[config.mk]
export PLATFORM = sky130hd
export DESIGN_NAME = quadrature_knob_decoder
export DESIGN_NICKNAME = d
export VERILOG_FILES = /design/src/rtl/core/qkd_pkg.sv /design/src/rtl/core/qkd_rotation.sv /design/src/rtl/core/qkd_button.sv /design/src/rtl/core/quadrature_knob_decoder.sv
export SDC_FILE = /design/constraint.sdc
export NUM_CORES = 1
export LEC_CHECK = 0
export BUFFER_PORTS_ARGS = -buffer_cell sky130_fd_sc_hd__buf_2
export CORE_AREA = 4 4 163 204
export CTS_CLUSTER_DIAMETER = 150
export CTS_CLUSTER_SIZE = 8
export DETAILED_ROUTE_END_ITERATION = 6
export DIE_AREA = 0 0 167 208
export GPL_ROUTABILITY_DRIVEN = 1
export HOLD_SLACK_MARGIN = 0.12
export PLACE_DENSITY = 0.84
export SKIP_LAST_GASP = 1
export SYNTH_ARGS = -nofsm -noshare
export SYNTH_HDL_FRONTEND = slang
export SYNTH_SLANG_ARGS = --single-unit
[constraint.sdc]
create_clock -name clk -period 30.5 [get_ports clk]
set_input_delay 0 -clock clk [delete_from_list [all_inputs] [get_ports clk]]
set_output_delay 0 -clock clk [all_outputs]
set_load 0.05 [all_outputs]
[src/rtl/core/qkd_pkg.sv]
// Shared types, constants and the quadrature step table for the knob decoder.
package qkd_pkg;

	localparam int LOCKOUT_BITS_DEF = 16;
	localparam int LOCK_W           = 16;
	localparam int POS_W            = 32;
	localparam int PRESS_W          = 16;

	localparam logic [POS_W-1:0]  MIN_POS_RST  = 32'h8000_0000;
	localparam logic [POS_W-1:0]  MAX_POS_RST  = 32'h7FFF_FFFF;
	localparam logic [LOCK_W-1:0] ROT_LOCK_RST = 16'd1;
	localparam logic [LOCK_W-1:0] BTN_LOCK_RST = 16'd50;

	typedef enum logic [1:0] {
		REG_MIN_POS  = 2'd0,
		REG_MAX_POS  = 2'd1,
		REG_ROT_LOCK = 2'd2,
		REG_BTN_LOCK = 2'd3
	} reg_idx_t;

	typedef enum logic [1:0] {
		DIR_NONE = 2'd0,
		DIR_CW   = 2'd1,
		DIR_CCW  = 2'd2
	} dir_t;

	// indexed by {old phase, new phase}
	localparam dir_t STEP_TABLE [16] = '{
		DIR_NONE, DIR_CW,   DIR_CCW,  DIR_NONE,
		DIR_CCW,  DIR_NONE, DIR_NONE, DIR_CW,
		DIR_CW,   DIR_NONE, DIR_NONE, DIR_CCW,
		DIR_NONE, DIR_CCW,  DIR_CW,   DIR_NONE
	};

	// per-request strobe to the decode units
	typedef struct packed {
		logic fire;   // request in the input stage is consumed this cycle
		logic prime;  // first request after reset
	} qkd_ctl_t;

	typedef struct packed {
		logic moved;
		dir_t dir;
	} rot_res_t;

	typedef struct packed {
		logic                 changed;
		logic                 pressed;
		logic [PRESS_W-1:0]   total;
	} btn_res_t;

endpackage

[src/rtl/core/qkd_rotation.sv]
// Rotation path: lockout counter, transition decode and clamped position count.
module qkd_rotation #(
	parameter int LOCKOUT_BITS = qkd_pkg::LOCKOUT_BITS_DEF
) (
	input  logic                         clk,
	input  logic                         arst_n,
	input  qkd_pkg::qkd_ctl_t            ctl,
	input  logic [1:0]                   phase,
	input  logic [qkd_pkg::POS_W-1:0]    min_pos,
	input  logic [qkd_pkg::POS_W-1:0]    max_pos,
	input  logic [qkd_pkg::LOCK_W-1:0]   lockout,
	output qkd_pkg::rot_res_t            res,
	output logic [qkd_pkg::POS_W-1:0]    position
);
	import qkd_pkg::*;

	localparam int CW = (LOCKOUT_BITS > LOCK_W) ? LOCKOUT_BITS : LOCK_W;

	logic [1:0]              acc_phase_q;
	logic [POS_W-1:0]        pos_q;
	logic [LOCKOUT_BITS-1:0] elapsed_q;

	logic [LOCKOUT_BITS-1:0] el_bump;
	logic                    take;
	dir_t                    step;
	logic signed [POS_W:0]   step_v;
	logic signed [POS_W:0]   sum;
	logic signed [POS_W:0]   lo;
	logic signed [POS_W:0]   hi;
	logic [POS_W-1:0]        pos_new;

	always_comb begin
		el_bump = (elapsed_q == '1) ? elapsed_q : elapsed_q + 1'b1;
		take    = (phase != acc_phase_q) && (CW'(el_bump) >= CW'(lockout));
		step    = STEP_TABLE[{acc_phase_q, phase}];
		case (step)
			DIR_CW:  step_v = (POS_W+1)'(1);
			DIR_CCW: step_v = '1;
			default: step_v = '0;
		endcase
		sum = $signed({pos_q[POS_W-1], pos_q}) + step_v;
		lo  = $signed({min_pos[POS_W-1], min_pos});
		hi  = $signed({max_pos[POS_W-1], max_pos});
		if (sum < lo) begin
			pos_new = min_pos;
		end else if (sum > hi) begin
			pos_new = max_pos;
		end else begin
			pos_new = sum[POS_W-1:0];
		end
		if (!take || step == DIR_NONE) begin
			pos_new = pos_q;
		end
		res.moved = !ctl.prime && take && (pos_new != pos_q);
		res.dir   = res.moved ? step : DIR_NONE;
		position  = pos_new;
	end

	always_ff @(posedge clk or negedge arst_n) begin
		if (!arst_n) begin
			acc_phase_q <= '0;
			pos_q       <= '0;
			elapsed_q   <= '1;
		end else if (ctl.fire) begin
			if (ctl.prime) begin
				acc_phase_q <= phase;
				elapsed_q   <= el_bump;
			end else if (take) begin
				acc_phase_q <= phase;
				pos_q       <= pos_new;
				elapsed_q   <= '0;
			end else begin
				elapsed_q   <= el_bump;
			end
		end
	end

endmodule

[src/rtl/core/qkd_button.sv]
// Button path: lockout counter, debounced level and press counter.
module qkd_button #(
	parameter int LOCKOUT_BITS = qkd_pkg::LOCKOUT_BITS_DEF
) (
	input  logic                         clk,
	input  logic                         arst_n,
	input  qkd_pkg::qkd_ctl_t            ctl,
	input  logic                         level,
	input  logic [qkd_pkg::LOCK_W-1:0]   lockout,
	output qkd_pkg::btn_res_t            res
);
	import qkd_pkg::*;

	localparam int CW = (LOCKOUT_BITS > LOCK_W) ? LOCKOUT_BITS : LOCK_W;

	logic                    deb_q;
	logic [PRESS_W-1:0]      press_q;
	logic [LOCKOUT_BITS-1:0] elapsed_q;

	logic [LOCKOUT_BITS-1:0] el_bump;
	logic                    pressed;
	logic                    take;
	logic [PRESS_W-1:0]      press_new;

	always_comb begin
		pressed   = !level;
		el_bump   = (elapsed_q == '1) ? elapsed_q : elapsed_q + 1'b1;
		take      = (pressed != deb_q) && (CW'(el_bump) >= CW'(lockout));
		press_new = (take && pressed) ? press_q + 1'b1 : press_q;
		res.changed = !ctl.prime && take;
		res.pressed = take ? pressed : deb_q;
		res.total   = press_new;
	end

	always_ff @(posedge clk or negedge arst_n) begin
		if (!arst_n) begin
			deb_q     <= 1'b0;
			press_q   <= '0;
			elapsed_q <= '1;
		end else if (ctl.fire) begin
			if (ctl.prime) begin
				deb_q     <= pressed;
				elapsed_q <= el_bump;
			end else if (take) begin
				deb_q     <= pressed;
				press_q   <= press_new;
				elapsed_q <= '0;
			end else begin
				elapsed_q <= el_bump;
			end
		end
	end

endmodule

[src/rtl/core/quadrature_knob_decoder.sv]
// Top level of the quadrature knob decoder: input stage, config, decode units, result register.
//
//  channel  dir  handshake           payload
//  s_*      in   s_tvalid/s_tready   s_tdata[7:0]  one pin sample per tick
//  m_*      out  m_tvalid/m_tready   m_tdata[55:0] + m_tuser[1:0]  event result
//  cfg_*    in   cfg_we              cfg_index[1:0], cfg_data[31:0]
//
// One request per cycle sustained while no stalled result blocks the input
// stage (see below). An accepted request is held in the input register; the
// decode units then update their state and load the result register, which drives m_tvalid.
// Requests that cause no event (including the priming sample) leave no result.
// Reset clears the valid flags and decode state and loads the config defaults; no clearing pass.
// A stalled result blocks the input stage only if the next request has an event.
module quadrature_knob_decoder #(
	parameter int LOCKOUT_BITS = qkd_pkg::LOCKOUT_BITS_DEF
) (
	input  logic        clk,
	input  logic        arst_n,
	input  logic        s_tvalid,
	output logic        s_tready,
	input  logic [7:0]  s_tdata,   // [1:0] phase_pair, [2] button_level, [7:3] zero
	input  logic        m_tready,
	output logic        m_tvalid,
	output logic [55:0] m_tdata,   // [1:0] step_direction, [33:2] position_out,
	                               // [34] press_state, [50:35] press_total, [55:51] zero
	output logic [1:0]  m_tuser,   // [0] rotation_event, [1] button_event
	input  logic        cfg_we,
	input  logic [1:0]  cfg_index,
	input  logic [31:0] cfg_data
);
	import qkd_pkg::*;

	// configuration registers
	logic [POS_W-1:0]  min_pos_q;
	logic [POS_W-1:0]  max_pos_q;
	logic [LOCK_W-1:0] rot_lock_q;
	logic [LOCK_W-1:0] btn_lock_q;

	always_ff @(posedge clk or negedge arst_n) begin
		if (!arst_n) begin
			min_pos_q  <= MIN_POS_RST;
			max_pos_q  <= MAX_POS_RST;
			rot_lock_q <= ROT_LOCK_RST;
			btn_lock_q <= BTN_LOCK_RST;
		end else if (cfg_we) begin
			case (reg_idx_t'(cfg_index))
				REG_MIN_POS:  min_pos_q  <= cfg_data;
				REG_MAX_POS:  max_pos_q  <= cfg_data;
				REG_ROT_LOCK: rot_lock_q <= cfg_data[LOCK_W-1:0];
				REG_BTN_LOCK: btn_lock_q <= cfg_data[LOCK_W-1:0];
				default: ;
			endcase
		end
	end

	// input stage
	logic       valid_s1;
	logic [1:0] phase_s1;
	logic       level_s1;
	logic       primed_q;

	// result register
	logic               out_valid_q;
	logic               rot_ev_q;
	logic               btn_ev_q;
	dir_t               dir_q;
	logic [POS_W-1:0]   pos_q;
	logic               pressed_q;
	logic [PRESS_W-1:0] total_q;

	qkd_ctl_t           ctl;
	rot_res_t           rot_res;
	btn_res_t           btn_res;
	logic [POS_W-1:0]   position;
	logic               has_result;
	logic               advance;

	// prime flag is known at the input stage; the event flags come from the units
	always_comb begin
		has_result = rot_res.moved || btn_res.changed;
		advance    = valid_s1 && (!has_result || !out_valid_q || m_tready);
		ctl.fire   = advance;
		ctl.prime  = !primed_q;
		s_tready   = !valid_s1 || advance;
	end

	always_ff @(posedge clk or negedge arst_n) begin
		if (!arst_n) begin
			valid_s1 <= 1'b0;
			primed_q <= 1'b0;
		end else begin
			if (s_tready) begin
				valid_s1 <= s_tvalid;
			end
			if (advance) begin
				primed_q <= 1'b1;
			end
		end
	end

	always_ff @(posedge clk) begin
		if (s_tvalid && s_tready) begin
			phase_s1 <= s_tdata[1:0];
			level_s1 <= s_tdata[2];
		end
	end

	qkd_rotation #(
		.LOCKOUT_BITS(LOCKOUT_BITS)
	) u_rotation (
		.clk      (clk),
		.arst_n   (arst_n),
		.ctl      (ctl),
		.phase    (phase_s1),
		.min_pos  (min_pos_q),
		.max_pos  (max_pos_q),
		.lockout  (rot_lock_q),
		.res      (rot_res),
		.position (position)
	);

	qkd_button #(
		.LOCKOUT_BITS(LOCKOUT_BITS)
	) u_button (
		.clk     (clk),
		.arst_n  (arst_n),
		.ctl     (ctl),
		.level   (level_s1),
		.lockout (btn_lock_q),
		.res     (btn_res)
	);

	always_ff @(posedge clk or negedge arst_n) begin
		if (!arst_n) begin
			out_valid_q <= 1'b0;
		end else if (advance && has_result) begin
			out_valid_q <= 1'b1;
		end else if (m_tready) begin
			out_valid_q <= 1'b0;
		end
	end

	always_ff @(posedge clk) begin
		if (advance && has_result) begin
			rot_ev_q  <= rot_res.moved;
			btn_ev_q  <= btn_res.changed;
			dir_q     <= rot_res.dir;
			pos_q     <= position;
			pressed_q <= btn_res.pressed;
			total_q   <= btn_res.total;
		end
	end

	assign m_tvalid = out_valid_q;
	assign m_tdata  = {5'd0, total_q, pressed_q, pos_q, dir_q};
	assign m_tuser  = {btn_ev_q, rot_ev_q};

endmodule

### Yosys cells after proc, flatten, opt, wreduce, memory -nomap -nowiden

Memory sizes are Yosys's and may differ from the RTL's.
Cells that the tools add are included.

* register bits after elaboration: 238
* memory bits (read-only): 32
* output and inout bits: 60
* word-level logic and storage cells: 91
* memories: 1

* add/sub/neg operators: 4
* order comparisons: 5
* eq/ne operators: 11
* multiplexer cells: 19
* bitwise gates (word level): 1
* reduce and logical (&&, ||, !) cells: 29

Memory list
* (name not given): words 16, width 2, rd ports 1, clocked after memory_dff 0, wr ports 0, RTL line qkd_rotation.sv:35 `step = STEP_TABLE[{acc_phase_q, phase}];`

Operator list (number)
* two-way mux 16 bit: 7
* two-way mux 32 bit: 3
* one-hot mux 33 bit (2 select lines): 1
* adder 16 x 1 -> 16 bit, second input constant: 3
* adder 32 x 33 -> 33 bit: 1
* greater-than comparator 33 x 32 -> 1 bit: 1
* < comparator 33 x 32 -> 1 bit: 1
* equality test 16 bit, second input constant: 2
* >= comparator 16 bit: 2
* inequality test 32 bit: 1
* AND reduction 2 bit: 5
* logical AND 1 bit: 9
* two-way mux 2 bit: 4
* equality test 2 bit, second input constant: 3
* AND reduction 3 bit: 2
* >= comparator 5 bit, second input constant: 1
* logical NOT 1 bit: 5
* logical OR 1 bit: 5
* inverter 4 -> 5 bit: 1
* equality test 2 x 1 -> 1 bit, second input constant: 2
* logical NOT 2 bit: 2
* two-way mux 1 bit: 4
* inequality test 2 x 1 -> 1 bit, second input constant: 1
* inequality test 2 bit: 1
* other kinds (2): 2

### Longest topological paths before layout

* word-level depth: 20
* mapped depth: 39
* mapped depth without buffers: 29

### Hierarchy

From an unflattened synthesis, not the netlist that was laid out.

* cells, all modules: 1822
* area, all modules: 17377.9 um2

Modules (own cells, without submodules)
* qkd_rotation: times used 1, cells each 1215, area an instance 8966.1 um2, seq. area each 1271.2 um2
* quadrature_knob_decoder: times used 1, cells each 284, area an instance 5516.5 um2, seq. area each 4204.0 um2
* qkd_button: times used 1, cells each 323, area an instance 2895.3 um2, seq. area each 845.8 um2

### Least setup slack after synthesis

Ideal clock, no wire load.

* path type: flip-flop to flip-flop
* start: reg phase_s1[0]
* end: reg btn_ev_q, enable pin
* library setup time: 0.464 ns
* arrival time: 9.796 ns
* required time: 30.036 ns
* setup slack: 20.240 ns
* stages on the path, launching flop included: 37
* buffers on the path: 9
* period minus slack after synthesis: 10.260 ns
* cell sequence: edfxtp_1 > xor2_1 > nor2_1 > ha_1 > buf_2 > buf_2 > buf_2 > buf_2 > buf_1 > buf_2 > xor2_1 > ha_1 > nand4bb_1 > and4_1 > o21a_1 > o41ai_2 > or2_1 > buf_2 > a21oi_1 > a21oi_1 > a211o_1 > o31ai_1 > ha_1 > nand4_1 > or4_1 > or4_1 > o22ai_2 > or2_1 > buf_2 > buf_2 > mux2_2 > o2bb2ai_1 > a211o_1 > or2_2 > o2bb2ai_1 > o21ai_0 > nor2_1

RTL lines
* from (decl): RTL line quadrature_knob_decoder.sv:58 `logic [1:0] phase_s1;`
* from (signal assigned): RTL line quadrature_knob_decoder.sv:103 `phase_s1 <= s_tdata[1:0];`
* to (signal assigned): RTL line quadrature_knob_decoder.sv:146 `btn_ev_q <= btn_res.changed;`
* to (decl): RTL line quadrature_knob_decoder.sv:65 `logic btn_ev_q;`

==> impl_metrics.tcl <==
set metrics [dict create \
    status "finished clean" \
    hp-class "input pin to flip-flop" \
    grt_overflow 0 \
    hold_viol 0 \
    grt_first_pass_wirelength_mm 83.2 \
    cts_buffers 35 \
    r2r_slack_ns 19.73 \
    cp-start-kind "flip-flop" \
    diodes 0 \
    synth-compound-area-share_pct 19.3 \
    drive_gt1_share_pct 16.8 \
    boundaryPins 107 \
    cts_max_level 2 \
    cellLeakagePower_uw 0.00829 \
    rows 73 \
    die_h_um 208 \
    synth_cells 1837 \
    synth_ff_type "dfrtp_1" \
    gp_congestion 1.00 \
    p_sw_share_pct 39.2 \
    syn_to_final_growth_pct 12.5 \
    hpwl_mm 38.4 \
    synth_fa_ha_area_share_pct 7.70 \
    antenna_found_initial 0 \
    viasPerCell 6.38 \
    synth_edf_count 56 \
    fp.dieW_um 167 \
    dr.pass1.iters 5 \
    rsz0062_at_grt "no" \
    power_density_nw_per_um2 66.6 \
    cts_tree "yes" \
    grtUsageTotal_pct 29.9 \
    multi_input_area_um2 9840 \
    crit_fanout 81 \
    post-cts-setup-buffers 0 \
    seqCellArea_um2 6320 \
    maxCapViolCount 0 \
    via_count 15000 \
    synth_seq_cells 238 \
    drcViolationCount 0 \
    drtIter0Drc 1513 \
    syn_area_um2 17100 \
    p_switching_uw 502 \
    fin_nets 2068 \
    nFillCells 2605 \
    worstSetupEndpointType "output pin" \
    slew_viol_final 0 \
    grt_pass1_vias 15000 \
    final_cell_mix "146 x nand2_1, 124 x inv_1, 114 x dfrtp_1, 105 x nor2_1" \
    core_area_um2 31500 \
    slowest_delay_ns 0.94 \
    path_class "flip-flop to output pin" \
    min_period_ns 10.91 \
    cp.arrival_ns 10.91 \
    synth.area.mux_share_pct 7.96 \
    io_buffers 96 \
    grt_max_degree 82 \
    ctsLongestPathBuffers 3 \
    synth-simple-area-share_pct 15.7 \
    ir_drop_mv 0.0526 \
    post-route-util_pct 60.9 \
    finalCritPeriodShare_pct 35.8 \
    power_frac_comb_pct 40.0 \
    clk_latency_ns 0.52 \
    p_int_uw 778 \
    routed_wl_mm 53.0 \
    ant_nets 0 \
    layout_commonest_cell "nand2_1" \
    p_clk_share_pct 28.5 \
    clock_sinks 238 \
    slowest_stage "a211oi_1" \
    tightest_slew_ns 1.16 \
    setup_violations 0 \
    ys_types 90 \
    max-slew-margin-rel_pct 21.9 \
    wl_per_cell_um 22.5 \
    clkTransAtPathRegs_ns 0.05 \
    cts-root-buf "clkbuf_16" \
    fmax_mhz 91.7 \
    seq_area_frac_synth_pct 37.0 \
    tns_ns 0 \
    finClkSkew_ns 0.0166 \
    critPathRequiredTime_ns 30.50 \
    place_inst 2250 \
    synth-xor-area-share_pct 6.60 \
    start_util_pct 54.2 \
    fin_cells 2352 \
    avgSynthCellArea_um2 9.29 \
    synth_top_family_by_area "compound AO/OA/AOI/OAI gates" \
    yosysWarnings 0 \
    async_reset_ff_share_pct 76.5 \
    seqPwrFrac_pct 31.5 \
    die-area_um2 34700 \
]
kinds of logic after synthesis:
group / after synthesis
AOI/OAI and AO/OA: 477
xor gates and xnor gates: 127
adders and majority gates: 105
buffers and inverters: 240
DFF: 238
muxes: 122
other: 1
and+or+nand+nor: 527
Yosys cell counts, types with 34 or more instances:
cell | number | area (µm²)
clkbuf_1 | 85 | 319
ha_1 | 105 | 1310
nand4_1 | 35 | 219
inv_1 | 124 | 465
a21oi_1 | 98 | 490
mux2_2 | 80 | 901
xor2_1 | 34 | 298
xnor2_1 | 92 | 806
edfxtp_1 | 56 | 1680
dfrtp_1 | 114 | 2850
o21ai_0 | 104 | 521
nor2_1 | 107 | 402
nand3_1 | 49 | 245
nand2_1 | 147 | 552
dfstp_2 | 68 | 1790
path summary, 6_finish.rpt:
| path | endpoint | from | depth (start not counted) |
|---|---|---|---|
| worst min register to register | u_button.press_q[15] | u_button.press_q[15] | 1 |
| max in group asynchronous | u_button.press_q[1] | arst_n | 5 |
| worst min-delay path | min_pos_q[31] | cfg_index[0] | 5 |
| min in group asynchronous | max_pos_q[16] | arst_n | 3 |
| worst max-delay path | s_tready | phase_s1[0] | 27 |
| worst max register to register | u_button.elapsed_q[3] | phase_s1[0] | 26 |
power by group through the flow:
stage / Clock [µW] / Sequential (µW) / Combinational (µW)
floorplan: 0 / 392 / 351
global placement: 0 / 404 / 480
detailed placement: 0 / 406 / 491
CTS: 370 / 402 / 500
global route: 384 / 406 / 558
finish: 365 / 403 / 513
layer usage:
metal | wire length, µm | track usage, % | vias up
met5 | 0 | 0 | -
met4 | 4280 | 19.9 | 0
met3 | 2940 | 4.07 | 225
met2 | 26200 | 52.1 | 654
met1 | 19500 | 33.9 | 7234
li1 | - | - | 6890
through the flow:
step | cell area (µm²) | setup WS, ns | hold WS, ns | total power, µW
final | 19200 | 19.59 | 0.185 | 1280
after global routing | 19200 | 19.09 | 0.199 | 1350
after CTS | 19200 | 19.92 | 0.160 | 1270
after detailed placement | 17800 | 20.06 | -0.0335 | 897
after global placement | 17800 | 20.06 | -0.0348 | 884
after floorplan | 17100 | 20.24 | -0.296 | 743
timing repair:
action | CTS | global route
resized for setup | 0 | 0
hold endpoints to repair | 175 | 0
hold buffers | 41 | 0
critical path, delay by kind of cell (launching register included):
| family | cells | cell delay (ns) |
|---|---|---|
| simple gates | 14 | 4.66 |
| compound gates | 6 | 3.09 |
| buf+inv | 2 | 1.01 |
| fa+ha+maj | 3 | 0.78 |
| flops | 1 | 0.44 |
| xor+xnor | 2 | 0.37 |
sequential cells by signal, summed over array words and instances (netlist names), 2 cells and up:
signal	flops
u_rotation.pos_q	32
u_button.press_q	16
pos_q	32
u_rotation.elapsed_q	16
u_rotation.acc_phase_q	2
phase_s1	2
rot_lock_q	16
dir_q	2
btn_lock_q	16
max_pos_q	32
total_q	16
min_pos_q	32
u_button.elapsed_q	16
area by class of cell:
class | count | share of cell area, %
inverter | 124 | 2.42
timing repair buffer | 154 | 5.43
clock inverter | 2 | 0.130
multi-input combinational | 1363 | 51.2
tap | 412 | 2.68
sequential | 238 | 32.9
clock buffer | 59 | 5.19
(Power assumes the default switching activity.)
